### config.mk
export PLATFORM = sky130hd
export DESIGN_NAME = psd_src_table
export DESIGN_NICKNAME = d
export VERILOG_FILES = /design/src/rtl/core/assert_macros.svh /design/src/rtl/core/psd_pkg.sv /design/src/rtl/core/psd_src_table.sv
export SDC_FILE = /design/constraint.sdc
export NUM_CORES = 1
export LEC_CHECK = 0
export BUFFER_PORTS_ARGS = -buffer_cell sky130_fd_sc_hd__clkbuf_2
export CAP_MARGIN = 20
export CORE_AREA = 3 3 268 270
export CTS_CLUSTER_SIZE = 12
export DETAILED_ROUTE_END_ITERATION = 8
export DIE_AREA = 0 0 271 273
export PLACE_DENSITY = 0.45
export SYNTH_ARGS = -nofsm -noshare
export SYNTH_HDL_FRONTEND = slang
export SYNTH_SLANG_ARGS = --single-unit
### constraint.sdc
create_clock -name clk -period 4.1 [get_ports clk]
set_input_delay 0.41 -clock clk [delete_from_list [all_inputs] [get_ports clk]]
set_output_delay 0.41 -clock clk [all_outputs]
set_load 0.05 [all_outputs]
### src/rtl/core/assert_macros.svh
// Assertion macros shared by the port scan detector RTL.
// Define ASSERT_OFF to compile all assertions out.
`ifndef ASSERT_MACROS_SVH
`define ASSERT_MACROS_SVH
`ifndef ASSERT_OFF
`define PSD_ASSERT(lbl, clk, rst, prop, msg) \
  lbl: assert property (@(posedge clk) disable iff (rst) prop) else $error(msg);
`define PSD_ASSERT_NR(lbl, clk, prop, msg) \
  lbl: assert property (@(posedge clk) prop) else $error(msg);
`else
`define PSD_ASSERT(lbl, clk, rst, prop, msg)
`define PSD_ASSERT_NR(lbl, clk, prop, msg)
`endif
`endif

### src/rtl/core/psd_pkg.sv
// Shared constants, types and codes of the port scan detector.
// No dependencies.
package psd_pkg;
  localparam int SRC_ENTRIES = 16;
  localparam int HIST_SLOTS  = 16;
  localparam int SRC_AW  = (SRC_ENTRIES > 1) ? $clog2(SRC_ENTRIES) : 1;
  localparam int SLOT_AW = (HIST_SLOTS > 1) ? $clog2(HIST_SLOTS) : 1;
  localparam int HIST_AW = SRC_AW + SLOT_AW;
  localparam int SRC_CW  = $clog2(SRC_ENTRIES + 1);
  localparam int SLOT_CW = $clog2(HIST_SLOTS + 1);
  localparam int CNT_W   = (SRC_CW > SLOT_CW) ? SRC_CW : SLOT_CW;

  localparam int CFG_IDX_W = 2;
  localparam logic [CFG_IDX_W-1:0] CFG_WINDOW    = 2'd0;
  localparam logic [CFG_IDX_W-1:0] CFG_THRESHOLD = 2'd1;
  localparam logic [CFG_IDX_W-1:0] CFG_BAN       = 2'd2;

  localparam logic [31:0] WINDOW_RST    = 32'd1000;
  localparam logic [4:0]  THRESHOLD_RST = 5'd8;
  localparam logic [31:0] BAN_RST       = 32'd60000;
  localparam logic [4:0]  COUNT_MAX     = 5'd31;

  typedef struct packed {
    logic [15:0] port;
    logic [31:0] tick;
  } hist_word_t;

  typedef struct packed {
    logic              rd_en;
    logic [SRC_AW-1:0] rd_addr;
    logic              wr_en;
    logic [SRC_AW-1:0] wr_addr;
    logic [31:0]       wr_data;
  } src_ctl_t;

  typedef struct packed {
    logic               rd_en;
    logic [HIST_AW-1:0] rd_addr;
    logic               wr_en;
    logic [HIST_AW-1:0] wr_addr;
    hist_word_t         wr_data;
    logic [SRC_AW-1:0]  row;
    logic               clr_row;
    logic               set_valid;
    logic               clr_valid;
    logic [SLOT_AW-1:0] valid_slot;
  } hist_ctl_t;
endpackage

### src/rtl/core/psd_src_table.sv
// Source address memory with per-entry valid flops and first-free pick.
// Depends on psd_pkg.
module psd_src_table
  import psd_pkg::*;
(
  input  logic                   clk,
  input  logic                   rst,
  input  src_ctl_t               ctl,
  output logic [31:0]            rd_data,
  output logic [SRC_ENTRIES-1:0] valid,
  output logic                   any_free,
  output logic [SRC_AW-1:0]      first_free
);
  logic [31:0] mem [SRC_ENTRIES];

  always_ff @(posedge clk) begin
    if (ctl.wr_en) begin
      mem[ctl.wr_addr] <= ctl.wr_data;
    end
    if (ctl.rd_en) begin
      rd_data <= mem[ctl.rd_addr];
    end
  end

  always_ff @(posedge clk) begin
    if (rst) begin
      valid <= '0;
    end else if (ctl.wr_en) begin
      valid[ctl.wr_addr] <= 1'b1;
    end
  end

  // lowest-numbered free entry
  always_comb begin
    any_free   = 1'b0;
    first_free = '0;
    for (int i = SRC_ENTRIES - 1; i >= 0; i--) begin
      if (!valid[i]) begin
        any_free   = 1'b1;
        first_free = SRC_AW'(i);
      end
    end
  end
endmodule

* After elaboration in Yosys (flattened, before gate mapping)
Memory sizes are Yosys's and may differ from the RTL's. A register that Yosys moved wholly into a read port is not among the register bits.
Index checks and enable logic that the tools add are counted.
** Word-level totals
- Output and inout bits :: 53
- Memories :: 1
- Register bits :: 16
- Input port bits :: 44
- Memory bits (writable) :: 512
** Cells by class
- Order comparisons :: 2
- Mux-type cells :: 36
- Bitwise logic cells :: 1
- Reduce and logical (&&, ||, !) cells :: 1
** Memories
- mem :: words 16, width 32, read ports 1, clocked after memory_dff 1, wr ports 1, RTL line psd_src_table.sv:14 : logic [31:0] mem [SRC_ENTRIES];
** Operators by type and width (count)
- two-way mux 4 bit :: 16
- two-way mux 1 bit :: 19
- OR 16 bit :: 1
- less-than comparator 4 x 5 -> 1 bit, second input constant :: 1
- demux 1 bit (select 4 bit) :: 1
- >= comparator 4 x 1 -> 1 bit, second input constant :: 1
- logical AND 1 bit :: 1

* Depth between registers and ports, before layout
Gate-level depths: netlist (run 1).
- Depth after elaboration :: 16
- Gate-level depth with buffers :: 5
- Depth with buffers taken out :: 4

* Worst setup path before layout (run 1)
OpenSTA, ideal clock, no wires.
- Path type :: input-to-reg
- From :: in ctl[34] (netlist name)
- To :: mem mem[0][0], enable pin
- Arrival time :: 3.178 ns
- Setup slack :: 0.459 ns
- Library setup time :: 0.464 ns
- Buffers on the path :: 0
- Stages on the path :: 2
- Cells stage by stage :: or3b_2 -> nor3_1
** RTL lines
- start, declared :: RTL line psd_src_table.sv:8 : input src_ctl_t ctl,
- end, declared :: RTL line psd_src_table.sv:14
Straight into the memory's write port.

* Final worst setup path (run 1)
- From :: reg valid[10]
- To :: out first_free[0]
** Between the ends
- Word-level cells in the longest chain between the ends :: 11
** Ends and longest elaborated chain
- start, declared :: RTL line psd_src_table.sv:10 : output logic [SRC_ENTRIES-1:0] valid,
- start signal, assigned :: RTL line psd_src_table.sv:27 : valid <= '0;
- start signal, assigned by index :: RTL line psd_src_table.sv:29 : valid[ctl.wr_addr] <= 1'b1;
- two-way mux 4 bit (11 in series) :: RTL line psd_src_table.sv:38 : if (!valid[i]) begin
- end, declared :: RTL line psd_src_table.sv:12 : output logic [SRC_AW-1:0] first_free
No other way between the ends.

==> results.yml, run 1 <==
detailed_routing:
  postRouteAntennaNets: 0
  drc: 0
  wl_per_cell_um: 24.80
  dr.pass1.iters: 4
  avgViaCountPerCell: 4.739
  vias: 9701
  dr.first_iter.drc_count: 823
  finalWirelength_um: 50760
clock_tree:
  post_cts_resized: 0
  clkLatencyLatePin_ps: 620
  cts_hold_buf: 0
  cts_buffers: 58
  cts_sinks: 560
  cts_tree: "built"
  cts_buffer_depth: 3
  cts.clk_slew.worst_paths_ps: 60
  clockRootBuffer: "clkbuf_16"
  htree_num_levels: 2
  cts_setup_buffers: 0
global_routing:
  gr-usage-all-layers: 0.1378
  grt_pass1_vias: 10450
  antenna_found_initial: 1
  grt_max_degree: 46
  grt_pass1_wl_um: 74400
  grt-ovfl-total: 0
power:
  combPwrFrac: 0.055
  seq_power_share: 0.531
  peakVddDrop_uv: 302.6
  leakagePower_nw: 7.781
  power.share.switching: 0.2163
  pwr_density_cell_nw_per_um2: 497.5
  p_int_w: 0.009556
  clkPwrFrac: 0.415
  switching_power_w: 0.002638
  power.total_w: 0.01219
synth:
  synth-async-reset-ratio: 0
  synth_edf_count: 544
  avgSynthCellArea_um2: 22.62
  synth_warnings: 0
  ys_ff_latch: 560
  ys_seq_area_frac: 0.8020
  netlist_area_um2: 20770
  synth_fp_nets: 962
  synth_cell_type_count: 26
  synth-main-ff-cell: "edfxtp_1"
  syn-instance-count: 918
setup_path:
  r2r_slack_ps: 2620
  cp_max_fo: 5
  reg2reg_depth: 3
  crit_type: "flip-flop to primary output"
  worstPathArrival_ps: 1990
  worst_r2r_endpoint: "rd_data[0]$_DFFE_PP_"
  r2r-start: "mem[0][0]$_DFFE_PP_"
  cp-start-kind: "flip-flop"
  worst_ep_required_time_ps: 3690
  endpoint_kind: "primary output"
die:
  die_x_um: 271
  die_area_um2: 73980
  rows: 97
  start_util: 0.2976
  die_h_um: 273
  core_um2: 69790
  ioPinCount: 97
sta:
  post-route-period-util: 0.5852
  rsz0062_at_grt: "false"
  skew_ps: 22.73
  tightest_slew_ps: 1016
  hold_viol: 0
  fin_crit_ps: 2399
  slew_viol_final: 0
  fmaxAchievable_mhz: 416.8
  setup_violations: 0
  fin_tns_setup_ps: 0
  relSlewSlack: 0.3228
status:
  status: "complete, no violations"
cells_and_area:
  syn_to_final_growth_pct: 18.02
  stdcell_area_um2: 24510
  fin_util: 0.3512
  fin_cells: 2047
  drive_above_1_share: 0.3219
  num-nets-final: 1109
worst_hold_path:
  min_path_type: "primary input to flip-flop"
  whs_path_depth: 1
  whs_endpoint: "mem[6][30]$_DFFE_PP_"
  min_from: "ctl[30]"
place:
  dp_cells: 1945
  dp_hpwl_um: 27190
  port_buffers: 96
  gp_congestion: 0.7039
  postPlaceCellArea_um2: 22700
flow_run:
  max_cap_violations: 0
## registers in the layout (all words and copies together), names as in the netlist
| register | count |
|---|---|
| valid | 16 |
| mem | 512 |
| rd_data | 32 |
## through the flow
stage	setup slack (ps)	hold slack, ps
final	1701	198.1
after global routing	1525	200.7
after CTS	1636	162.9
after detailed placement	1582	532.9
after global placement	1634	520.5
after floorplan	458.8	508.9
## layer usage
layer	wire length (um)	GRT usage	vias to the layer above
met4	807	0.02967	0
met2	24080	0.2207	196
li1	-	-	4160
met5	0	0	-
met3	2036	0.02371	58
met1	23840	0.1980	5287
## cell families after synthesis
group                  Yosys count  synth area share
AO/OA/AOI/OAI                   73           0.02615
buffers and inverters           48           0.01072
flip-flops                     560            0.8020
multiplexers                   128            0.1388
AND/OR/NAND/NOR                109           0.02229
## cell usage after synthesis, types with 2 or more instances
| cell type | n | area share |
|---|---|---|
| edfxtp_1 | 544 | 0.79 |
| mux4_2 | 128 | 0.14 |
| a22oi_1 | 64 | 0.023 |
| nor2_1 | 48 | 0.0087 |
| nand2_1 | 39 | 0.0070 |
| clkbuf_1 | 19 | 0.0034 |
| dfxtp_1 | 16 | 0.015 |
| buf_1 | 10 | 0.0018 |
| buf_4 | 9 | 0.0033 |
| buf_2 | 7 | 0.0017 |
| nor3_1 | 6 | 0.0014 |
| nand2b_1 | 4 | 0.0012 |
| inv_1 | 3 | 0.00054 |
| nand4_1 | 3 | 0.00090 |
| nor2b_1 | 3 | 0.00090 |
| a21oi_1 | 2 | 0.00048 |
| a31oi_1 | 2 | 0.00060 |
| nand3b_1 | 2 | 0.00072 |
| o2111ai_1 | 2 | 0.00084 |
## layout make-up
cell class | count | area, um^2
clock buffer | 77 | 1553
multi-input combinational | 310 | 4023
inverter | 3 | 11.26
tap | 940 | 1176
sequential | 560 | 16660
antenna | 1 | 2.502
timing repair buffer | 132 | 837.1
clock inverter | 24 | 251.5
fill | 6474 | 45280
## critical path, stage by stage, from the launching register on
cell and delay, ps:
dfxtp_1 460, inv_1 70, o2111ai_1 190, o2111ai_1 140, a31oi_1 210, clkbuf_2 310
## power groups by stage
stage          Sequential [W]  Clock, W  Combinational (W)
2_1_floorplan         0.00668         0           0.000305
6_report              0.00647   0.00506           0.000669
5_1_grt               0.00648   0.00543           0.000726
4_1_cts               0.00647   0.00521           0.000688
3_5_place_dp          0.00659         0           0.000687
3_3_place_gp          0.00659         0           0.000679
## layout by cell type, fill, tap and decap left out, types with 2 or more instances in the layout
master / n
edfxtp_1: 544
bufinv_16: 4
nor2_1: 35
buf_12: 6
dfxtp_1: 16
mux4_2: 128
inv_1: 3
clkbuf_8: 4
nor2_4: 13
a21oi_1: 2
nor2b_4: 2
clkinv_1: 10
clkbuf_16: 58
a31oi_1: 2
nand2_1: 39
a22oi_1: 64
nand4_1: 3
clkbuf_2: 94
o2111ai_1: 2
nand3b_1: 2
nor3_2: 4
nor3_1: 2
nand2b_1: 4
clkinv_2: 6
buf_4: 31
inv_16: 2
clkbuf_1: 16
## worst max-delay path by stage
stage / start / to / slack (ps) / depth (start not counted)
final: valid[10]$_SDFFE_PP0P_ / first_free[0] / 1700 / 5
after global placement: ctl[38] / rd_data[26]$_DFFE_PP_ / 1630 / 5
after global routing: valid[10]$_SDFFE_PP0P_ / first_free[0] / 1530 / 5
after CTS: valid[10]$_SDFFE_PP0P_ / first_free[0] / 1640 / 5
after detailed placement: ctl[34] / mem[10][0]$_DFFE_PP_ / 1580 / 4
after floorplan: ctl[34] / mem[0][0]$_DFFE_PP_ / 460 / 2
(Power assumes the default switching activity.)
==> run 2: changes to the inputs <==
Clock period 4.1 ns to 2.4 ns, I/O delays scaled along.
==> results.yml, run 2 (same netlist as run 1, synthesis figures left out) <==
sta:
  hold_ws_ps: 42.21
  setup_violations: 0
  finalWorstSetupSlack_ps: 202.6
  tightest_slew_ps: 481.5
  fmaxAchievable_mhz: 455.1
  fin_crit_ps: 2197
  relSlewSlack: 0.6780
  slew_viol_final: 0
  skew_ps: 20.24
  rsz0062_at_grt: "false"
  hold_viol: 0
  post-route-period-util: 0.9156
power:
  clkPwrFrac: 0.412
  leakagePower_nw: 7.889
  seq_power_share: 0.531
  peakVddDrop_uv: 515.3
  pwr_density_cell_nw_per_um2: 838.0
  power.share.switching: 0.2147
  switching_power_w: 0.004475
  p_int_w: 0.01636
  combPwrFrac: 0.057
clock_tree:
  cts.clk_slew.worst_paths_ps: 60
  clockRootBuffer: "clkbuf_16"
  post_cts_resized: 0
  cts_setup_buffers: 0
  cts_tree: "built"
  htree_num_levels: 2
  cts_buffers: 58
  clkLatencyLatePin_ps: 620
  cts_sinks: 560
  cts_buffer_depth: 3
  cts_hold_buf: 6
detailed_routing:
  dr.max_layer_used: "met5"
  wl_met2_um: 25180
  dr.pass1.iters: 5
  routed-wl-met3_um: 2442
  dr.first_iter.drc_count: 684
  drc: 0
  vias: 9866
  postRouteAntennaNets: 0
  wl_per_cell_um: 25.26
  finalWirelength_um: 51940
  wl_met1_um: 23280
  avgViaCountPerCell: 4.799
die:
  start_util: 0.2976
  core_um2: 69790
  die_x_um: 271
  die_area_um2: 73980
  rows: 97
  die_h_um: 273
  ioPinCount: 97
setup_path:
  reg2reg_depth: 3
  crit_start: "valid[10]$_SDFFE_PP0P_"
  worst_ep_required_time_ps: 2160
  max_stage_delay_ps: 420
  path_buf_inv: 2
  worst_r2r_endpoint: "rd_data[18]$_DFFE_PP_"
  crit_type: "flip-flop to primary output"
  r2r_slack_ps: 960
  worstPathArrival_ps: 1960
  endpoint_kind: "primary output"
  cp_common_cell: "o2111ai_1"
  critical_path.endpoint: "first_free[0]"
  path_depth: 5
  slowest_stage: "dfxtp_1"
  critical-path-top-delay-family: "compound AO/OA/AOI/OAI gates"
  cp-start-kind: "flip-flop"
  r2r-start: "mem[3][18]$_DFFE_PP_"
  worstPathCellList: "inv_1 > o2111ai_1 > o2111ai_1 > a31oi_1 > clkbuf_2"
  cp_max_fo: 5
cells_and_area:
  syn_to_final_growth_pct: 19.74
  largest_register_ffs: 512
  fin_util: 0.3563
  final_cell_mix: "edfxtp_1 (544), mux4_2 (128), clkbuf_2 (94)"
  largest_registers: "mem: 512 flops, rd_data: 32 flops, valid: 16 flops"
  largest-register: "mem"
  stdcell_area_um2: 24870
  num-nets-final: 1118
  final_common_cell: "edfxtp_1"
  drive_above_1_share: 0.3193
worst_hold_path:
  min_from: "ctl[1]"
  whs_path_depth: 1
  min_path_type: "primary input to flip-flop"
global_routing:
  grt_pass1_vias: 10380
  gr-usage-all-layers: 0.1418
  grt_max_degree: 34
  grt_pass1_wl_um: 75800
  grt-ovfl-total: 0
  antenna_found_initial: 3
place:
  dp_hpwl_um: 25590
  preCtsSetupSlack_ps: 467.9
  gp_congestion: 0.6641
  port_buffers: 96
  postPlaceCellArea_um2: 23030
status:
  status: "complete, no violations"
flow_run:
  max_cap_violations: 0
run 2: layer usage:
metal,vias up,global-route usage
met3,79,0.02502
met1,5365,0.1989
met2,222,0.2308
met5,-,0
met4,4,0.03379
li1,4196,-
run 2: stage by stage:
stage / power [W] / std cells / TNS (ps)
final: 0.02084 / 2056 / 0
after global routing: 0.02161 / 2055 / 0
after CTS: 0.02114 / 2055 / 0
after detailed placement: 0.01248 / 1948 / 0
after global placement: 0.01247 / 1948 / 0
after floorplan: 0.01194 / 918 / -19260
run 2: worst register-to-register path, cell delays in order, from the launching register on:
cell	delay [ps]
edfxtp_1	370
mux4_2	480
a22oi_1	270
nand2_1	80
run 2: worst min-delay path by stage:
stage                                        to
after floorplan             mem[0][0]$_DFFE_PP_
after global placement    valid[9]$_SDFFE_PP0P_
after detailed placement  valid[8]$_SDFFE_PP0P_
after CTS                  mem[6][26]$_DFFE_PP_
after global routing       mem[6][26]$_DFFE_PP_
final                       mem[2][1]$_DFFE_PP_
run 2: area by class of cell:
class,count,area (um^2)
timing repair buffer,141,1199
clock inverter,23,247.7
clock buffer,78,1526
multi-input combinational,310,4048
tap,940,1176
inverter,3,11.26
fill,6449,44920
sequential,560,16660
antenna,1,2.502
run 2: power groups by stage:
stage               registers, W  clock network [W]  logic, W
floorplan                 0.0114                  0  0.000521
global placement          0.0113                  0   0.00121
CTS                       0.0111            0.00885   0.00122
global route              0.0111            0.00925   0.00129
finish                    0.0111            0.00859   0.00119
detailed placement        0.0113                  0   0.00122
==> run 3: changes to the inputs <==
==> constraint.sdc (replaced) <==
create_clock -name clk -period 2.4 [get_ports clk]
set_input_delay 0.48 -clock clk [delete_from_list [all_inputs] [get_ports clk]]
set_output_delay 0.48 -clock clk [all_outputs]
set_load 0.05 [all_outputs]
==> results.yml, run 3 (same netlist as run 1, synthesis figures left out) <==
power:
  power.share.switching: 0.2139
  leakagePower_nw: 7.880
  seq_power_share: 0.549
  combPwrFrac: 0.060
  pwr_density_cell_nw_per_um2: 810.2
  switching_power_w: 0.004306
  power.total_w: 0.02013
  clkPwrFrac: 0.391
  p_int_w: 0.01582
  peakVddDrop_uv: 476.6
detailed_routing:
  dr.first_iter.drc_count: 796
  avgViaCountPerCell: 4.782
  drc: 0
  wl_per_cell_um: 24.90
  postRouteAntennaNets: 0
  dr.pass1.iters: 5
  finalWirelength_um: 51240
  vias: 9841
sta:
  slew_viol_final: 0
  tightest_slew_ps: 526.9
  post-route-period-util: 0.9650
  hold_ws_ps: 264.3
  rsz0062_at_grt: "false"
  hold_viol: 0
  fmaxAchievable_mhz: 431.8
  relSlewSlack: 0.6476
  fin_crit_ps: 2316
  setup_violations: 0
  skew_ps: 23.09
clock_tree:
  cts_hold_buf: 0
  cts.clk_slew.worst_paths_ps: 60
  cts_sinks: 560
  clockRootBuffer: "clkbuf_16"
  cts_tree: "built"
  clkLatencyLatePin_ps: 610
  cts_setup_buffers: 0
  htree_num_levels: 2
  cts_buffer_depth: 3
  cts_buffers: 56
die:
  rows: 97
  die_area_um2: 73980
  die_h_um: 273
  ioPinCount: 97
  start_util: 0.2976
  die_x_um: 271
  core_um2: 69790
setup_path:
  cp-start-kind: "flip-flop"
  worstPathArrival_ps: 1840
  cp_max_fo: 4
  reg2reg_depth: 3
  crit_start: "valid[11]$_SDFFE_PP0P_"
  r2r-start: "mem[3][18]$_DFFE_PP_"
  r2r_slack_ps: 910
  worst_ep_required_time_ps: 1920
  critical_path.endpoint: "first_free[1]"
  worst_r2r_endpoint: "rd_data[18]$_DFFE_PP_"
  crit_type: "flip-flop to primary output"
  endpoint_kind: "primary output"
global_routing:
  grt-ovfl-total: 0
  grt_pass1_vias: 10470
  grt_max_degree: 38
  antenna_found_initial: 1
  gr-usage-all-layers: 0.1393
  grt_pass1_wl_um: 74630
cells_and_area:
  drive_above_1_share: 0.3318
  final_common_cell: "edfxtp_1"
  syn_to_final_growth_pct: 19.63
  largest_registers: "mem: 512 flops, rd_data: 32 flops, valid: 16 flops"
  n_antenna_cell: 0
  largest-register: "mem"
  fillers: 6440
  final_cell_mix: "edfxtp_1 (544), mux4_2 (128), clkbuf_2 (93)"
  largest_register_ffs: 512
  num-nets-final: 1125
flow_run:
  max_cap_violations: 0
place:
  gp_congestion: 0.6900
  port_buffers: 96
  dp_hpwl_um: 27900
worst_hold_path:
  min_path_type: "primary input to flip-flop"
status:
  status: "complete, no violations"
==> run 3: per-layer routing <==
metal | vias up | share of wire | track usage
met2 | 201 | 0.47 | 0.2204
met4 | 2 | 0.018 | 0.03691
met3 | 68 | 0.040 | 0.02072
met5 | - | 0.00031 | 0
li1 | 4190 | - | -
met1 | 5380 | 0.47 | 0.2019
==> run 3: final cells by class <==
type	instances	area, um^2	area share
Multi-Input combinational cell	310	4063	0.1635
Clock buffer	80	1501	0.06043
Inverter	3	11.26	0.0004532
Tap cell	940	1176	0.04734
Timing Repair Buffer	150	1324	0.05328
Sequential cell	560	16670	0.6708
Clock inverter	15	103.9	0.004180
==> run 3: how the worst min path moves through the flow <==
stage / end / slack, ps / cells past startpoint / start
after floorplan: mem[0][0]$_DFFE_PP_ / 580 / 0 / ctl[0]
after global placement: valid[8]$_SDFFE_PP0P_ / 530 / 2 / valid[8]$_SDFFE_PP0P_
after detailed placement: valid[8]$_SDFFE_PP0P_ / 530 / 2 / valid[8]$_SDFFE_PP0P_
after CTS: mem[2][9]$_DFFE_PP_ / 250 / 1 / ctl[9]
after global routing: mem[0][10]$_DFFE_PP_ / 290 / 1 / ctl[10]
final: mem[2][9]$_DFFE_PP_ / 260 / 1 / ctl[9]
==> run 3: timing repair <==
| item | 4_1_cts | 5_1_grt |
|---|---|---|
| gates cloned | 0 | 0 |
| endpoints found under the setup margin | 1 | 4 |
| gates resized for setup | 2 | 10 |
| pin swaps | 0 | 1 |
==> run 3: through the flow <==
step / TNS, ps / std cells / utilization / worst slack [ps] / cell area, um^2
floorplan: -51150 / 918 / - / -419.8 / 20830
global placement: 0 / 1963 / 0.3327 / 252.9 / 23220
detailed placement: 0 / 1963 / 0.3327 / 252.0 / 23220
CTS: 0 / 2058 / 0.3558 / 7.470 / 24830
global route: 0 / 2058 / 0.3560 / 1.303 / 24850
finish: 0 / 2058 / 0.3560 / 83.88 / 24850
==> run 3: worst max-delay path: stages, from the launching register on <==
cell	delay (ps)
dfxtp_1	410
nand2_1	120
a31oi_1	170
o211ai_1	100
a32o_1	210
clkbuf_2	230
==> run 3: power groups by stage <==
stage	clock (W)	combinational, W	sequential (W)
after floorplan	0	0.000525	0.0114
after global placement	0	0.00122	0.0113
after detailed placement	0	0.00123	0.0113
after CTS	0.00812	0.00123	0.0111
after global routing	0.00852	0.00130	0.0111
final	0.00787	0.00120	0.0111
